**src/design/cnr_pkg.sv**
```systemverilog
// ----------------------------------------------------------------------------
// cnr_pkg
// Shared widths, constants and the stage record of the RGBA8 color converter.
// ----------------------------------------------------------------------------
package cnr_pkg;

    localparam int FRAC_BITS  = 16;
    localparam int INT_BITS   = 8;
    localparam int COMP_W     = INT_BITS + FRAC_BITS + 1;
    localparam int MAG_W      = COMP_W - 1;
    localparam int BYTE_W     = 8;
    localparam int NUM_W      = MAG_W + BYTE_W;
    localparam int NUM_COMP   = 4;
    localparam int NUM_CH     = 3;
    localparam int NUM_CELLS  = BYTE_W;
    localparam int FULL_SCALE = (1 << BYTE_W) - 1;
    localparam int ONE_INT    = 1 << FRAC_BITS;
    localparam int IN_TDATA_W = ((NUM_COMP * COMP_W + 7) / 8) * 8;
    localparam int OUT_TDATA_W = NUM_COMP * BYTE_W;

    typedef struct packed {
        logic [NUM_CH-1:0][NUM_W-1:0]  rem;
        logic [MAG_W-1:0]              den;
        logic [NUM_CH-1:0][BYTE_W-1:0] quo;
        logic [BYTE_W-1:0]             alpha;
        logic                          rescaled;
    } t_cell_data;

endpackage

```
**src/design/cnr_front.sv**
```systemverilog
// ----------------------------------------------------------------------------
// cnr_front
// Input stage: range test, color maximum, alpha byte and divider setup.
// ----------------------------------------------------------------------------
module cnr_front
    import cnr_pkg::*;
(
    input  logic                             i_clk,
    input  logic                             i_rst_n,
    input  logic                             i_valid,
    output logic                             o_ready,
    input  logic [NUM_COMP-1:0][COMP_W-1:0]  i_comp,
    output logic                             o_valid,
    input  logic                             i_ready,
    output t_cell_data                       o_data
);

    localparam logic signed [COMP_W-1:0] ONE_VAL = COMP_W'(ONE_INT);

    logic                     r_valid;
    t_cell_data               r_data;
    t_cell_data               n_data;
    logic signed [COMP_W-1:0] w_c [NUM_COMP];
    logic signed [COMP_W-1:0] w_max;
    logic signed [COMP_W-1:0] w_max_rg;
    logic                     w_over;
    logic [NUM_W-1:0]         w_prod [NUM_COMP];
    logic [NUM_W-1:0]         w_alpha_sh;

    always_comb begin
        for (int k = 0; k < NUM_COMP; k++) begin
            w_c[k]    = i_comp[k];
            w_prod[k] = (NUM_W'(w_c[k][MAG_W-1:0]) << BYTE_W) - NUM_W'(w_c[k][MAG_W-1:0]);
        end
        w_over   = (w_c[0] > ONE_VAL) || (w_c[1] > ONE_VAL) ||
                   (w_c[2] > ONE_VAL) || (w_c[3] > ONE_VAL);
        w_max_rg = (w_c[1] > w_c[0]) ? w_c[1] : w_c[0];
        w_max    = (w_c[2] > w_max_rg) ? w_c[2] : w_max_rg;
    end

    always_comb begin
        w_alpha_sh = w_prod[3] >> FRAC_BITS;
        if (w_c[3] <= 0) begin
            n_data.alpha = '0;
        end else if (w_alpha_sh > NUM_W'(FULL_SCALE)) begin
            n_data.alpha = BYTE_W'(FULL_SCALE);
        end else begin
            n_data.alpha = w_alpha_sh[BYTE_W-1:0];
        end
        n_data.rescaled = w_over;
        n_data.quo      = '0;
        if (!w_over) begin
            n_data.den = MAG_W'(ONE_INT);
        end else if (w_max > 0) begin
            n_data.den = w_max[MAG_W-1:0];
        end else begin
            n_data.den = MAG_W'(1);
        end
        for (int k = 0; k < NUM_CH; k++) begin
            if (w_over && (w_max == 0)) begin
                n_data.rem[k] = '0;
            end else if (w_over && (w_max < 0)) begin
                n_data.rem[k] = NUM_W'(FULL_SCALE);
            end else if (w_c[k][COMP_W-1]) begin
                n_data.rem[k] = '0;
            end else begin
                n_data.rem[k] = w_prod[k];
            end
        end
    end

    assign o_ready = !r_valid || i_ready;

    always_ff @(posedge i_clk) begin
        if (!i_rst_n) begin
            r_valid <= 1'b0;
        end else if (o_ready) begin
            r_valid <= i_valid;
        end
    end

    always_ff @(posedge i_clk) begin
        if (o_ready && i_valid) begin
            r_data <= n_data;
        end
    end

    assign o_valid = r_valid;
    assign o_data  = r_data;

endmodule

```
**src/design/cnr_cell.sv**
```systemverilog
// ----------------------------------------------------------------------------
// cnr_cell
// Division cell: one restoring quotient bit for each color lane.
// ----------------------------------------------------------------------------
module cnr_cell
    import cnr_pkg::*;
(
    input  logic       i_clk,
    input  logic       i_rst_n,
    input  logic       i_valid,
    output logic       o_ready,
    input  t_cell_data i_data,
    output logic       o_valid,
    input  logic       i_ready,
    output t_cell_data o_data
);

    logic             r_valid;
    t_cell_data       r_data;
    t_cell_data       n_data;
    logic [NUM_W-1:0] w_div;
    logic [NUM_W-1:0] w_diff;
    logic             w_ge;

    always_comb begin
        n_data = i_data;
        w_div  = NUM_W'({i_data.den, 7'b0});
        w_diff = '0;
        w_ge   = 1'b0;
        for (int k = 0; k < NUM_CH; k++) begin
            w_ge          = i_data.rem[k] >= w_div;
            w_diff        = w_ge ? (i_data.rem[k] - w_div) : i_data.rem[k];
            n_data.rem[k] = {w_diff[NUM_W-2:0], 1'b0};
            n_data.quo[k] = {i_data.quo[k][BYTE_W-2:0], w_ge};
        end
    end

    assign o_ready = !r_valid || i_ready;

    always_ff @(posedge i_clk) begin
        if (!i_rst_n) begin
            r_valid <= 1'b0;
        end else if (o_ready) begin
            r_valid <= i_valid;
        end
    end

    always_ff @(posedge i_clk) begin
        if (o_ready && i_valid) begin
            r_data <= n_data;
        end
    end

    assign o_valid = r_valid;
    assign o_data  = r_data;

endmodule

```
**src/design/color_normalize_to_rgba8.sv**
```systemverilog
// ----------------------------------------------------------------------------
// color_normalize_to_rgba8
// HDR RGBA (signed Q8.16) to four 8-bit channels, max-normalized if any > 1.0.
// ----------------------------------------------------------------------------
// One pixel is accepted every clock while the output side is not stalled:
// one input stage sets up the range test, the color maximum and the alpha
// byte, then a row of eight division cells yields one quotient bit per cycle
// for red, green and blue together. Each stage holds its item while the next
// one is full and cannot pass its own item on, so a stalled output holds at
// most nine pixels in flight.
module color_normalize_to_rgba8
    import cnr_pkg::*;
(
    input  logic                    i_clk,
    input  logic                    i_rst_n,
    input  logic                    s_axis_tvalid,
    output logic                    s_axis_tready,
    // red_in[24:0], green_in[49:25], blue_in[74:50], alpha_in[99:75], zero pad
    input  logic [IN_TDATA_W-1:0]   s_axis_tdata,
    output logic                    m_axis_tvalid,
    input  logic                    m_axis_tready,
    // red_out[7:0], green_out[15:8], blue_out[23:16], alpha_out[31:24]
    output logic [OUT_TDATA_W-1:0]  m_axis_tdata,
    // was_rescaled[0]
    output logic                    m_axis_tuser
);

    logic [NUM_COMP-1:0][COMP_W-1:0] w_comp;
    logic                            w_valid [NUM_CELLS+1];
    logic                            w_ready [NUM_CELLS+1];
    t_cell_data                      w_data  [NUM_CELLS+1];
    t_cell_data                      w_out;
    logic [NUM_W-1:0]                w_den_x256;

    always_comb begin
        for (int k = 0; k < NUM_COMP; k++) begin
            w_comp[k] = s_axis_tdata[k*COMP_W +: COMP_W];
        end
    end

    cnr_front u_front (
        .i_clk   (i_clk),
        .i_rst_n (i_rst_n),
        .i_valid (s_axis_tvalid),
        .o_ready (s_axis_tready),
        .i_comp  (w_comp),
        .o_valid (w_valid[0]),
        .i_ready (w_ready[0]),
        .o_data  (w_data[0])
    );

    for (genvar g = 0; g < NUM_CELLS; g++) begin : g_cell
        cnr_cell u_cell (
            .i_clk   (i_clk),
            .i_rst_n (i_rst_n),
            .i_valid (w_valid[g]),
            .o_ready (w_ready[g]),
            .i_data  (w_data[g]),
            .o_valid (w_valid[g+1]),
            .i_ready (w_ready[g+1]),
            .o_data  (w_data[g+1])
        );
    end

    assign w_ready[NUM_CELLS] = m_axis_tready;
    assign w_out              = w_data[NUM_CELLS];
    assign m_axis_tvalid      = w_valid[NUM_CELLS];
    assign m_axis_tdata       = {w_out.alpha, w_out.quo[2], w_out.quo[1], w_out.quo[0]};
    assign m_axis_tuser       = w_out.rescaled;
    assign w_den_x256         = {w_data[0].den, 8'b0};

`ifndef ASSERT_OFF
    a_no_needless_stall: assert property (@(posedge i_clk) disable iff (!i_rst_n)
        !m_axis_tvalid |-> s_axis_tready)
        else $error("input stalled while output register empty");

    a_quotient_fits: assert property (@(posedge i_clk) disable iff (!i_rst_n)
        w_valid[0] |-> (w_data[0].rem[0] < w_den_x256) &&
                       (w_data[0].rem[1] < w_den_x256) &&
                       (w_data[0].rem[2] < w_den_x256))
        else $error("color quotient would exceed one byte");

    a_inrange_den: assert property (@(posedge i_clk) disable iff (!i_rst_n)
        (w_valid[0] && !w_data[0].rescaled) |-> (w_data[0].den == MAG_W'(ONE_INT)))
        else $error("in-range pixel not divided by unity");
`endif

endmodule

```
**config.mk**
```make
export PLATFORM = sky130hd
export DESIGN_NAME = color_normalize_to_rgba8
export DESIGN_NICKNAME = d
export VERILOG_FILES = /design/src/design/cnr_pkg.sv /design/src/design/cnr_front.sv /design/src/design/cnr_cell.sv /design/src/design/color_normalize_to_rgba8.sv
export SDC_FILE = /design/constraint.sdc
export NUM_CORES = 2
export LEC_CHECK = 0
export ABC_AREA = 1
export ABC_CLOCK_PERIOD_IN_PS = 8300
export BUFFER_PORTS_ARGS = -buffer_cell sky130_fd_sc_hd__buf_2
export CAP_MARGIN = 20
export CORE_UTILIZATION = 45
export CTS_CLUSTER_DIAMETER = 60
export DETAILED_ROUTE_END_ITERATION = 10
export GPL_ROUTABILITY_DRIVEN = 0
export GPL_TIMING_DRIVEN = 0
export SYNTH_ARGS = -nofsm -noshare
export SYNTH_HDL_FRONTEND = slang
export SYNTH_SLANG_ARGS = --single-unit
```
**constraint.sdc**
```tcl
create_clock -name i_clk -period 8.3 [get_ports i_clk]
set_clock_uncertainty 0.1 [all_clocks]
set_input_delay 0.415 -clock i_clk [delete_from_list [all_inputs] [get_ports i_clk]]
set_output_delay 0.415 -clock i_clk [all_outputs]
set_load 0.02 [all_outputs]
```
==> results.rst <==
.. list-table::
   :header-rows: 1

   * - Metric
     - Value
   * - Start-to-end type of the worst setup path
     - primary input to flip-flop
   * - Yosys cell types
     - 50
   * - Time the worst path needs with I/O delays and setup
     - between 5 and 6 ns
   * - First drt pass iteration count
     - 11
   * - Synth Instances
     - roughly 7,900
   * - Min-Delay Endpoint
     - u_front.o_data[148]$_SDFFCE_PP0P_
   * - Count of nets left with antenna violations after detail routing
     - 0
   * - Port Buf Inserts
     - 136
   * - Crit-path most repeated cell
     - nand2_1
   * - Worst setup startpoint
     - s_axis_tdata[21]
   * - Top-Level Pins
     - 143
   * - Required arrival time at the worst endpoint
     - 8.70 ns
   * - Critical path's slowest cell
     - dlygate4sd3_1
   * - Most common cell in the netlist
     - nand2_1
   * - Most instantiated flip-flop cell in the synthesis netlist
     - edfxtp_1
   * - Total inserted antenna cells
     - 0
   * - CTS root buffer
     - clkbuf_16
   * - Pin count of the biggest net entering global routing
     - about 110
   * - Sequential element share of the synthesized area
     - 0.452
   * - Largest driver fanout on the critical path
     - 10
   * - Unrepaired setup endpoints after global routing
     - false
   * - Top cells by area in the synthesized netlist
     - edfxtp_1, ha_1, nand2_1
   * - Depth of the worst register-to-register path
     - 13
   * - Critical Path Max Stage Delay
     - approximately 0.5 ns
   * - Worst setup EP type
     - flip-flop
   * - Maximum buffer depth of the clock tree
     - 3
   * - Horiz. Die Dim
     - around 400 um
   * - DRC
     - 1
   * - Endpoint of the most critical register-to-register path
     - g_cell[5].u_cell.o_data[69]$_DFFE_PP_
   * - Min Hold Slack
     - 0.0685 ns
   * - Die Y
     - 400 um
   * - Worst flop-to-flop path startpoint
     - g_cell[4].u_cell.o_data[34]$_DFFE_PP_
   * - First-pass GRT wire length
     - around 320,000 um
   * - Cell leakage power
     - 32.9 nW
   * - Pwr dens
     - slightly below 200 mW/mm2
   * - VDD IR-drop max
     - roughly 200 uV
   * - Final worst path period share
     - 0.713
   * - Least-Margin Pin Slew
     - 1.06 ns
   * - Clock transition time at the flip-flop clock pins of the worst setup and hold paths
     - ~0.060 ns
   * - CP startpoint kind
     - primary input
   * - Final HPWL from detailed placement
     - 179,000 um
   * - Commonest cells post-synth
     - nand2_1, edfxtp_1, inv_1
   * - Register bit count reported by yosys
     - 1,074
   * - Wire length after detailed routing
     - 217,000 um
   * - Post-synthesis async set-or-reset flop share
     - 0
   * - Final-report setup violation count
     - 0
   * - Data arrival time of the critical path
     - 6.32 ns
   * - Post-CTS Resized
     - 0
   * - Fmax
     - 169 MHz
   * - Overall die area
     - roughly 0.16 mm2
   * - Vias in the first global route
     - 55,613
   * - Sequential cell area in the final layout
     - 0.0322 mm2
   * - Violated checks
     - DRC
   * - Hold Vio Cnt, Final
     - 0
   * - Classification of the worst-slack hold path
     - primary input to flip-flop
   * - Net count of the mapped netlist
     - approximately 8,800
   * - Vias per cell
     - 5.54
   * - CTS HTree Levels
     - 4
   * - Synth area leader
     - edfxtp_1
   * - Post-Route Setup TNS
     - 0 ns
   * - Proportion of layout cells with a drive suffix above 1
     - 0.0499
   * - Pins Over Slew Limit
     - 0
   * - Combined global-route utilization of all metal layers
     - 0.268
   * - Area growth from synthesis to final layout
     - 11.6%
   * - Number of synthesized flops with an enable pin
     - 1,065
   * - Clock insertion delay at the later pin of the skew report
     - 0.77 ns
   * - Synth top area share
     - 0.449
   * - Cell area after synthesis
     - 0.0712 mm2
   * - Result of the run
     - complete, but fails checks
   * - Starting density of the core
     - 0.455
   * - Via count
     - around 58,000
   * - Power, Total
     - approximately 0.016 W
   * - Number of warnings reported in the yosys synthesis log
     - 0
   * - Sinks on the clock net
     - 1,074
   * - Fill cells
     - 14,355
   * - Number of buffers added by the clock tree synthesis step
     - 132
   * - Setup slack of the worst register-to-register path
     - 3.54 ns
   * - Routed wirelength normalized by instance count
     - 20.9 um
   * - Total overflow reported by the global router
     - 0
   * - Cell Rows
     - roughly 150
   * - Hold depth
     - 3
   * - TritonCTS clock tree
     - done
   * - Antenna violations before repair
     - 0
   * - Per-instance average area after synthesis
     - 8.98 um2
   * - DRT iter0 DRCs
     - 4,568
   * - Number of maximum-capacitance violations
     - 0
   * - Total Nets Final
     - just over 9,000
   * - Worst rel slew slack
     - 0.290
   * - Total area of multi-input combinational cells
     - 0.0353 mm2
   * - Core area
     - around 0.16 mm2
   * - Worst min-delay path startpoint
     - s_axis_tdata[69]
[state kept, by name, summed over array words and instances, names as in the netlist]
signal,count
g_cell.u_cell.o_data,936
g_cell.u_cell.o_valid,8
u_front.o_data,129
u_front.o_valid,1
[cell type report]
class                   instances  area share
plain buffers                 111     0.00582
clock buffers                 158      0.0444
clock inverters                84      0.0115
inverters                     884      0.0420
multi-input cells            5864       0.444
flip-flops and latches       1074       0.405
well taps                    2058      0.0324
repair buffers                165      0.0152
[critical path: cells and delay by family]
kind | cells | cell delay (ns)
AO/OA/AOI/OAI | 3 | 0.75
adder cells (fa/ha/maj) | 2 | 0.63
buffers and inverters | 10 | 2.04
AND/OR/NAND/NOR | 20 | 2.41
[worst max-delay path by stage]
stage / to / slack [ns]
CTS: u_front.o_data[89]$_SDFFCE_PP0P_ / 2.55
global placement: g_cell[4].u_cell.o_data[79]$_DFFE_PP_ / -1.75
floorplan: u_front.o_data[0]$_DFFE_PP_ / 0.88
global route: u_front.o_data[125]$_SDFFCE_PP0P_ / 2.02
detailed placement: u_front.o_data[89]$_SDFFCE_PP0P_ / 1.87
finish: u_front.o_data[89]$_SDFFCE_PP0P_ / 2.38
[metrics by stage]
stage / util / setup WS, ns / instances / instance area, um2
after global placement: 0.476 / -1.75 / 10127 / 74500
after detailed placement: 0.479 / 1.87 / 10146 / 74900
after global routing: 0.508 / 2.02 / 10398 / 79500
after floorplan: - / 0.877 / 7933 / 71200
after CTS: 0.508 / 2.55 / 10398 / 79500
final: 0.508 / 2.38 / 10398 / 79500
[timing repair]
item	4_1_cts	5_1_grt
hold endpoints to repair	14	0
setup buffers	0	0
hold buffers	10	0
[where the power goes]
group	internal, W	total [W]	leakage, nW	switching (W)
sequential	0.00634	0.00653	9.97	0.000182
clock	0.00346	0.00578	2.14	0.00232
combinational	0.00114	0.00325	20.8	0.00211
total	0.0109	0.0156	32.9	0.00462
[layout by cell type (no fill, tap or decap), drive strengths merged, types with 5 or more instances in the layout]
| master | count |
|---|---|
| a21boi | 25 |
| nor2 | 549 |
| and3 | 9 |
| a31oi | 53 |
| o311ai | 8 |
| or2 | 9 |
| and2 | 18 |
| nor3 | 115 |
| nand3b | 15 |
| nor4 | 74 |
| fa | 21 |
| nand4 | 63 |
| o31ai | 17 |
| clkinvlp | 9 |
| o211ai | 34 |
| o21bai | 22 |
| bufinv | 12 |
| nand3 | 279 |
| clkbuf | 245 |
| a21oi | 670 |
| ha | 693 |
| o221ai | 16 |
| xor2 | 260 |
| buf | 179 |
| nand2 | 1640 |
| edfxtp | 1065 |
| or4 | 5 |
| a221oi | 22 |
| a21o | 48 |
| xnor2 | 273 |
| clkinv | 55 |
| dfxtp | 9 |
| a211oi | 12 |
| o21a | 51 |
| inv | 892 |
| dlygate4sd3 | 10 |
| o21ai | 842 |
[layer usage]
layer | vias up | wire length (um) | track usage | share of wire
met5 | - | 0 | 0 | 0
met4 | 0 | 20900 | 0.228 | 0.096
met3 | 725 | 10200 | 0.0325 | 0.047
met2 | 2116 | 99800 | 0.447 | 0.46
met1 | 26370 | 86200 | 0.308 | 0.40
li1 | 28416 | - | - | -
[kinds of logic after synthesis]
family,after synthesis,synth area share
AO/OA/AOI/OAI,1834,0.141
buffers and inverters,995,0.0531
XOR/XNOR,533,0.0656
AND/OR/NAND/NOR,2783,0.161
flip-flops,1074,0.452
adder cells (fa/ha/maj),714,0.128
Power figures use the tool's default switching activity.
